**src/hw/rtl/fnds_pkg.sv**
```systemverilog
// Shared constants, types and state codes for the non-dominated sort block.
package fnds_pkg;

  localparam int unsigned MAX_POINTS     = 64;
  localparam int unsigned MAX_OBJECTIVES = 8;
  localparam int unsigned PT_W   = $clog2(MAX_POINTS);
  localparam int unsigned OBJ_W  = $clog2(MAX_OBJECTIVES);
  localparam int unsigned CNT_W  = PT_W + 1;
  localparam int unsigned RANK_W = 7;
  localparam int unsigned VAL_W  = 32;
  localparam int unsigned CFG_W  = 4;
  localparam int unsigned OBJ_DEPTH = MAX_POINTS * MAX_OBJECTIVES;

  typedef enum logic [2:0] {
    ST_LOAD,
    ST_CMP,
    ST_RANK,
    ST_NEXT,
    ST_EMIT_RD,
    ST_EMIT_WAIT,
    ST_EMIT_HOLD
  } state_e;

  // Tag that travels with one objective pair through the compare stage.
  typedef struct packed {
    logic valid;
    logic first;
    logic last;
    logic self;
  } cmp_ctl_t;

endpackage

```
**src/hw/rtl/fnds_cmp.sv**
```systemverilog
// Objective-by-objective domination test of one point pair.
module fnds_cmp (
  input  logic                              clk_i,
  input  logic                              rst_ni,
  input  fnds_pkg::cmp_ctl_t                ctl_i,
  input  logic signed [fnds_pkg::VAL_W-1:0] a_i,
  input  logic signed [fnds_pkg::VAL_W-1:0] b_i,
  output logic                              dom_o
);

  logic worse_q, worse_d, better_q, better_d;

  // fold this objective into the running flags
  always_comb begin
    worse_d  = (ctl_i.first ? 1'b0 : worse_q)  | (a_i > b_i);
    better_d = (ctl_i.first ? 1'b0 : better_q) | (a_i < b_i);
  end

  always_ff @(posedge clk_i or negedge rst_ni) begin
    if (!rst_ni) begin
      worse_q  <= 1'b0;
      better_q <= 1'b0;
    end else if (ctl_i.valid) begin
      worse_q  <= worse_d;
      better_q <= better_d;
    end
  end

  assign dom_o = ctl_i.valid & ctl_i.last & ~ctl_i.self & ~worse_d & better_d;

endmodule

```
**config.mk**
```make
export PLATFORM = sky130hd
export DESIGN_NAME = fnds_cmp
export DESIGN_NICKNAME = d
export VERILOG_FILES = /design/src/hw/rtl/fnds_pkg.sv /design/src/hw/rtl/fnds_cmp.sv
export SDC_FILE = /design/constraint.sdc
export NUM_CORES = 1
export LEC_CHECK = 0
export ABC_CLOCK_PERIOD_IN_PS = 2800
export BUFFER_PORTS_ARGS = -buffer_cell sky130_fd_sc_hd__buf_2
export CAP_MARGIN = 20
export CORE_AREA = 2 2 68 44
export CTS_CLUSTER_SIZE = 20
export DETAILED_ROUTE_END_ITERATION = 8
export DIE_AREA = 0 0 70 46
export GPL_ROUTABILITY_DRIVEN = 1
export PLACE_DENSITY = 0.75
export SLEW_MARGIN = 20
export SYNTH_ARGS = -nofsm -noshare
export SYNTH_HDL_FRONTEND = slang
export SYNTH_SLANG_ARGS = --single-unit
```
**constraint.sdc**
```tcl
create_clock -name clk_i -period 2.8 [get_ports clk_i]
set_clock_uncertainty 0.1 [all_clocks]
set_input_delay 0.28 -clock clk_i [delete_from_list [all_inputs] [get_ports clk_i]]
set_output_delay 0.28 -clock clk_i [all_outputs]
set_load 0.02 [all_outputs]
```
==> flow_summary.yaml, run 1 <==
floorplan:
  die_w_um: 70
  core_um2: 2670
  std_cell_rows: 15
  die_h_um: 46
  ios: 71
  die-area_um2: 3220
  start_util_pct: 38.8
synth:
  ys_ff_latch: 2
  synthAdderAreaFrac_pct: 38.7
  yosysSeqAreaShare_pct: 4.84
  synthFlopType: "dfrtp_1"
  synth-xor-area-share_pct: 0
  synthCells: 137
  synth_top_area_share_pct: 38.7
  syn_area_um2: 1030
  synth_mux_area_share_pct: 0
  synth-edff-count: 0
  synth_cell_types: 35
  synth_compound_area_share_pct: 19.5
  syn_avg_cell_area_um2: 7.55
  async_flop_share_pct: 100
  yosysTopAreaCell: "ha_1"
  synth_area_leaders: "ha_1 39%, inv_1 12%, a21oi_1 6.8%, dfrtp_1 4.8%, nand2_1 3.6%"
  synth-simple-area-share_pct: 25.0
  yosysMostFrequentCell: "inv_1"
  yosys-top-cells-count: "33 x inv_1, 32 x ha_1, 14 x a21oi_1"
  yosys_warnings: 0
  syn_nets: 239
  synth_top_family_by_area: "adder cells"
timing:
  drv_slew: 0
  final-hold-violation-count: 0
  worstMarginPinSlew_ps: 285
  rsz0062_at_grt: "no"
  fmax_ghz: 0.383
  relSlewSlack_pct: 80.9
  worst_slack_ps: 189
  fin_crit_ps: 2610
  setup_violations: 0
  finalSetupTns_ps: 0
  fin_crit_sh_pct: 93.2
cells_and_area:
  fin_nets: 315
  drive_above_1_share_pct: 38.9
  antenna-diode-count: 0
  area_delta_synth_final_pct: 43.5
  fillCellCount: 253
placed_design:
  gp_congestion: 0.780
  dp_hpwl_mm: 2.24
  place_ws_ps: 141
  port_buffers: 70
global_route:
  grt_pass1_wl_mm: 4.06
  overflow: 0
  grt_pass1_vias: 1043
  grt_max_degree: 6
  antenna_found_initial: 0
  grt_usage_pct: 15.4
critical_path:
  slowest_stage: "or4_4"
  critical_path_arrival_ps: 2230
  cpLargestDelayFamily: "simple AND/OR/NAND/NOR gates"
  worstPathMaxFanout: 4
  path_class: "primary input to output pin"
  endpoint_kind: "output pin"
  critPathMaxStageDelay_ps: 610
  crit_path_frequent_cell: "buf_2"
  crit_path_start_kind: "primary input"
  cp.required_ps: 2420
  critical_path.cell_chain: "buf_2 > inv_1 > ha_1 > nand4_2 > or4_4 > nor4_2 > nor4bb_1 > a21oi_1 > nand2_1 > buf_2"
  path_buf_inv: 3
routing:
  m1WireLength_mm: 1.20
  drc: 0
  drtIter0Drc: 50
  via_per_inst: 4.74
  highest_layer: "met3"
  ant_nets: 0
  routedWlPerCell_um: 9.84
  firstDrtPassIters: 4
  wl_met3_um: 132
  vias: 1162
  wl_met2_mm: 1.08
  drt_wl_total_mm: 2.41
cts:
  cts_tree: "built"
  clock_path_buffers: 2
  clkLatencyLatePin_ps: 210
  htree_levels: 1
  cts.sinks: 2
  cts_buffers: 3
  clk_pin_slew_ps: 30
  ctsRootBufferMaster: "clkbuf_8"
  cts_setup_buffers: 0
pwr:
  clockPowerShare_pct: 33.7
  p_sw_mw: 0.109
  power_frac_seq_pct: 11.5
  power.total_mw: 0.330
  power_leakage_nw: 0.911
  peakVddDrop_mv: 0.260
  swShare_pct: 33.0
  internal-power_mw: 0.221
  power_density_nw_per_um2: 222
  comb_power_share_pct: 54.7
run:
  cap_violations: 0
min_path:
  hp-class: "primary input to async pin"
outcome:
  status: "complete, no violations"
==> sequential cells by signal, summed over array words and instances (netlist names) <==
name	flops
worse_q	1
better_q	1
==> kinds of logic after synthesis <==
family | Yosys count
simple gates | 41
flops | 2
compound gates | 29
fa+ha+maj | 32
buf+inv | 33
==> per-layer routing <==
metal,vias up,GRT usage (%)
li1,640,-
met1,495,21.8
met2,27,26.3
met3,0,1.55
met4,0,2.31
met5,-,0
==> layout by cell type, fill, tap and decap left out <==
cell type,count
a211o_1,1
a21boi_1,1
a21o_1,1
a21o_2,1
a21oi_1,14
a221o_1,1
a221oi_1,1
a22o_1,1
a32oi_1,1
and4_1,2
buf_2,70
clkbuf_8,3
dfrtp_1,2
dlygate4sd3_1,1
ha_1,32
inv_1,33
nand2_1,10
nand2b_1,1
nand3_1,4
nand4_1,6
nand4_2,1
nand4_4,1
nand4b_1,1
nor2_1,5
nor2_2,1
nor2b_1,1
nor3_1,2
nor4_2,1
nor4bb_1,1
o211ai_1,1
o21ai_0,1
o21ai_1,3
o21bai_1,1
o41ai_4,1
or2_4,1
or3b_1,1
or3b_4,1
or4_4,1
==> cell type report <==
cell class | count | area (um2) | area share, %
repair buffers | 71 | 360 | 24.3
multi-input cells | 102 | 867 | 58.4
well taps | 34 | 42.5 | 2.86
inverters | 33 | 124 | 8.34
flip-flops and latches | 2 | 50.0 | 3.37
clock buffers | 3 | 41.3 | 2.78
==> worst paths after layout <==
path                                         to  cells after the start  slack [ps]            startpoint
setup / recovery                          dom_o                     10         190               b_i[31]
hold / removal             better_q$_DFFE_PN0P_                      2         280                rst_ni
setup reg to reg            worse_q$_DFFE_PN0P_                      2        1610   worse_q$_DFFE_PN0P_
hold reg to reg            better_q$_DFFE_PN0P_                      2         410  better_q$_DFFE_PN0P_
max in group asynchronous   worse_q$_DFFE_PN0P_                      2        2220                rst_ni
min in group clk_i         better_q$_DFFE_PN0P_                      3         300              ctl_i[3]
==> what timing repair did <==
action	in CTS	in global routing
gates resized for setup	0	1
endpoints found under the hold margin	2	0
endpoints found under the setup margin	0	1
hold buffers	1	0
==> power by group through the flow <==
stage | Sequential, mW | Clock, mW | Combinational [mW]
after detailed placement | 0.0383 | 0 | 0.181
after global routing | 0.0384 | 0.116 | 0.211
after floorplan | 0.0376 | 0 | 0.108
final | 0.0380 | 0.111 | 0.180
after global placement | 0.0384 | 0 | 0.178
after CTS | 0.0380 | 0.115 | 0.183
==> worst reg2reg max path, cell delays in order (launching register included) <==
cell,delay [ps]
dfrtp_1,360
a22o_1,200
or3b_1,390
==> stage by stage <==
step                instances  hold WS, ps  utilization, %  instance area [um2]
CTS                       245          277            55.5                 1480
detailed placement        241        -33.4            53.6                 1430
global route              245          305            55.7                 1490
finish                    245          283            55.7                 1490
global placement          241        -31.4            53.6                 1430
floorplan                 137         -116               -                 1030
(Power assumes the default switching activity.)
==> inputs of run 2 (changes only) <==
Settings changed: CORE_AREA 2 2 68 44 to 2 2 67 43, CTS_BUF_LIST set to sky130_fd_sc_hd__clkbuf_4 sky130_fd_sc_hd__clkbuf_8, DIE_AREA 0 0 70 46 to 0 0 69 45, PLACE_DENSITY 0.75 to 0.78.
==> flow_summary.yaml, run 2 (synthesized netlist as in run 1, its figures left out) <==
floorplan:
  core_um2: 2450
  start_util_pct: 42.2
  std_cell_rows: 14
  die_h_um: 45
  die-area_um2: 3110
  die_w_um: 69
  ios: 71
cts:
  clock_path_buffers: 2
  cts_setup_buffers: 0
  clkLatencyLatePin_ps: 210
  cts_buffers: 3
  htree_levels: 1
  cts_tree: "built"
  clk_pin_slew_ps: 30
  cts.sinks: 2
  ctsRootBufferMaster: "clkbuf_8"
timing:
  relSlewSlack_pct: 81.2
  fmax_ghz: 0.381
  worstMarginPinSlew_ps: 281
  finalSetupTns_ps: 0
  fin_crit_ps: 2630
  final-hold-violation-count: 0
  setup_violations: 0
  drv_slew: 0
  worst_slack_ps: 172
  fin_crit_sh_pct: 93.9
pwr:
  power_frac_seq_pct: 11.5
  power_leakage_nw: 0.911
  swShare_pct: 33.1
  peakVddDrop_mv: 0.199
  power_density_nw_per_um2: 223
  internal-power_mw: 0.222
  p_sw_mw: 0.110
  clockPowerShare_pct: 33.8
  comb_power_share_pct: 54.8
placed_design:
  dp.cells: 239
  port_buffers: 70
  place_area_um2: 1430
  gp_congestion: 0.811
  dp_hpwl_mm: 2.26
  place_ws_ps: 106
routing:
  vias: 1128
  drc: 0
  ant_nets: 0
  via_per_inst: 4.64
  drt_wl_total_mm: 2.42
  drtIter0Drc: 25
  firstDrtPassIters: 4
  routedWlPerCell_um: 9.96
outcome:
  status: "complete, no violations"
global_route:
  antenna_found_initial: 0
  busiest_layer: "met2"
  grtUsageMet3_pct: 2.46
  grt_max_degree: 6
  grt_pass1_vias: 1082
  overflow: 0
  grt_usage_pct: 16.4
  grt.met2_usage_pct: 26.0
  grt_pass1_wl_mm: 4.28
  use_met1_pct: 24.2
critical_path:
  crit_path_start_kind: "primary input"
  cp.required_ps: 2420
  endpoint_kind: "output pin"
  critical_path.cell_chain: "buf_2 > inv_1 > ha_1 > nand4_2 > or4_4 > nor4_2 > nor4bb_2 > a21oi_1 > nand2_1 > buf_2"
  crit_path_frequent_cell: "buf_2"
  path_class: "primary input to output pin"
  critical_path_arrival_ps: 2250
  critPathMaxStageDelay_ps: 610
  slowest_stage: "or4_4"
  worstPathMaxFanout: 4
  path_buf_inv: 3
  cpLargestDelayFamily: "simple AND/OR/NAND/NOR gates"
cells_and_area:
  antenna-diode-count: 0
  final_cells: 243
  fin_nets: 315
  largestRegisters: "better_q: 1 flops, worse_q: 1 flops"
  stdcell_area_um2: 1490
  fin_util_pct: 60.7
  final_cell_mix: "70 x buf_2, 33 x inv_1, 32 x ha_1, 14 x a21oi_1, 10 x nand2_1"
  final_common_cell: "buf_2"
  area_delta_synth_final_pct: 43.9
  drive_above_1_share_pct: 39.3
run:
  cap_violations: 0
min_path:
  hp-class: "primary input to async pin"
## run 2: cell counts in the layout (fill, tap and decap cells not counted)
Identical to the previous run, type by type.
## run 2: layout make-up
class	count	area, um2
sequential	2	50.0
timing repair buffer	71	360
tap	32	40.0
clock buffer	3	41.3
inverter	33	124
multi-input combinational	102	873
fill	247	963
## run 2: what timing repair did
item | 4_1_cts | 5_1_grt
gates resized for setup | 0 | 2
hold buffers | 1 | 0
endpoints found under the hold margin | 2 | 0
endpoints found under the setup margin | 0 | 1
## run 2: power groups by stage
stage               sequential, mW  combinational (mW)  clock [mW]
floorplan                   0.0376               0.108           0
global placement            0.0383               0.178           0
detailed placement          0.0384               0.180           0
CTS                         0.0381               0.182       0.116
global route                0.0386               0.209       0.118
finish                      0.0380               0.181       0.112
## run 2: final timing paths
| kind | startpoint | end | slack, ps | cells after the start |
|---|---|---|---|---|
| worst max-delay path | b_i[31] | dom_o | 170 | 10 |
| worst min-delay path | rst_ni | better_q$_DFFE_PN0P_ | 290 | 2 |
| worst max register to register | worse_q$_DFFE_PN0P_ | worse_q$_DFFE_PN0P_ | 1630 | 2 |
| worst min register to register | better_q$_DFFE_PN0P_ | better_q$_DFFE_PN0P_ | 420 | 2 |
| max in group asynchronous | rst_ni | worse_q$_DFFE_PN0P_ | 2220 | 2 |
| min in group clk_i | ctl_i[3] | better_q$_DFFE_PN0P_ | 310 | 3 |
## run 2: metrics by stage
step	hold WS [ps]	total power, mW
6_report	288	0.331
5_1_grt	301	0.366
4_1_cts	284	0.336
3_5_place_dp	-30.7	0.219
3_3_place_gp	-32.1	0.216
2_1_floorplan	-116	0.146
## run 2: layer usage
| metal | wire, um | up-vias |
|---|---|---|
| li1 | - | 639 |
| met1 | 1280 | 466 |
| met2 | 1020 | 23 |
| met3 | 119 | 0 |
| met4 | 0 | 0 |
| met5 | 0 | - |
==> inputs of run 3 (changes only) <==
Settings changed: ABC_CLOCK_PERIOD_IN_PS 2800 to 2700.
Clock period 2.8 ns to 2.7 ns, I/O delays scaled along.
==> flow_summary.yaml, run 3 (synthesized netlist as in run 1, its figures left out) <==
global_route:
  grt_usage_pct: 16.6
  grt_pass1_vias: 1093
  antenna_found_initial: 0
  overflow: 0
  grt_pass1_wl_mm: 4.28
  grt_max_degree: 6
cells_and_area:
  area_delta_synth_final_pct: 43.3
  largestRegisters: "better_q: 1 flops, worse_q: 1 flops"
  antenna-diode-count: 0
  drive_above_1_share_pct: 38.9
  final_cell_mix: "70 x buf_2, 33 x inv_1, 32 x ha_1, 14 x a21oi_1, 10 x nand2_1"
  final_common_cell: "buf_2"
  final_cells: 243
  fin_nets: 315
  fin_util_pct: 60.5
min_path:
  hp-class: "primary input to async pin"
timing:
  relSlewSlack_pct: 80.4
  rsz0062_at_grt: "no"
  setup_violations: 0
  worst_slack_ps: 129
  fin_crit_ps: 2570
  finalSetupTns_ps: 0
  fmax_ghz: 0.389
  final-hold-violation-count: 0
  fin_crit_sh_pct: 95.2
  worstMarginPinSlew_ps: 292
  drv_slew: 0
critical_path:
  crit_path_frequent_cell: "buf_2"
  path_buf_inv: 3
  critPathMaxStageDelay_ps: 610
  critical_path.cell_chain: "buf_2 > inv_1 > ha_1 > nand4_2 > or4_4 > or3b_4 > nand4_1 > nand2_1 > buf_2"
  path_class: "primary input to output pin"
  endpoint_kind: "output pin"
  worstPathMaxFanout: 4
  slowest_stage: "or4_4"
  cp.required_ps: 2330
  crit_path_start_kind: "primary input"
  cpLargestDelayFamily: "simple AND/OR/NAND/NOR gates"
  critical_path_arrival_ps: 2200
floorplan:
  die_h_um: 45
  core_um2: 2450
  std_cell_rows: 14
  start_util_pct: 42.2
  die-area_um2: 3110
  die_w_um: 69
  ios: 71
pwr:
  power_leakage_nw: 0.911
  power.total_mw: 0.343
  peakVddDrop_mv: 0.211
  power_density_nw_per_um2: 231
cts:
  clock_path_buffers: 2
  htree_levels: 1
  cts_tree: "built"
  cts_buffers: 3
  cts.sinks: 2
  clkLatencyLatePin_ps: 210
  ctsRootBufferMaster: "clkbuf_8"
  clk_pin_slew_ps: 30
  cts_setup_buffers: 0
outcome:
  status: "complete, no violations"
run:
  cap_violations: 0
routing:
  routedWlPerCell_um: 10.2
  m1WireLength_mm: 1.27
  via_per_inst: 4.80
  drc: 0
  ant_nets: 0
  highest_layer: "met4"
  drt_wl_total_mm: 2.49
  wl_met2_mm: 1.07
  vias: 1167
  drtIter0Drc: 34
  firstDrtPassIters: 4
  wl_met3_um: 117
placed_design:
  dp.cells: 239
  gp_congestion: 0.811
  port_buffers: 70
  place_ws_ps: 83.8
  dp_hpwl_mm: 2.33
## run 3: final timing paths
check	from	to	slack, ps	depth (start not counted)
max	b_i[31]	dom_o	130	9
min	rst_ni	better_q$_DFFE_PN0P_	270	2
max reg2reg	worse_q$_DFFE_PN0P_	worse_q$_DFFE_PN0P_	1530	2
min reg2reg	better_q$_DFFE_PN0P_	better_q$_DFFE_PN0P_	400	2
max in group asynchronous	rst_ni	worse_q$_DFFE_PN0P_	2130	2
min in group clk_i	ctl_i[3]	better_q$_DFFE_PN0P_	290	3
## run 3: metrics by stage
| stage | hold slack, ps | instance area (um2) |
|---|---|---|
| 2_1_floorplan | -126 | 1030 |
| 5_1_grt | 297 | 1480 |
| 3_3_place_gp | -42.1 | 1430 |
| 3_5_place_dp | -42.9 | 1430 |
| 4_1_cts | 266 | 1480 |
| 6_report | 273 | 1480 |
## run 3: final cells by class
class,instances,area [um2]
clock buffer,3,41.3
fill,253,970
inverter,33,124
multi-input combinational,102,867
sequential,2,50.0
tap,32,40.0
timing repair buffer,71,360
## run 3: report_power, final
part / internal (mW) / switching, mW
clock network: 0.0941 / 0.0213
logic: 0.0988 / 0.0886
registers: 0.0365 / 0.00331
## run 3: worst register-to-register path: stages, from the launching register on
cell and delay [ps]:
dfrtp_1 360, a22o_1 200, or3b_1 380
## run 3: timing repair
action | 4_1_cts | 5_1_grt
setup endpoints to repair | 0 | 1
hold buffers | 1 | 0
endpoints found under the hold margin | 2 | 0
resized for setup | 0 | 1
## run 3: per-layer routing
metal	vias to the layer above	track usage, %
met5	-	0
met4	0	4.71
met3	4	2.68
met2	27	26.3
met1	500	23.6
li1	636	-
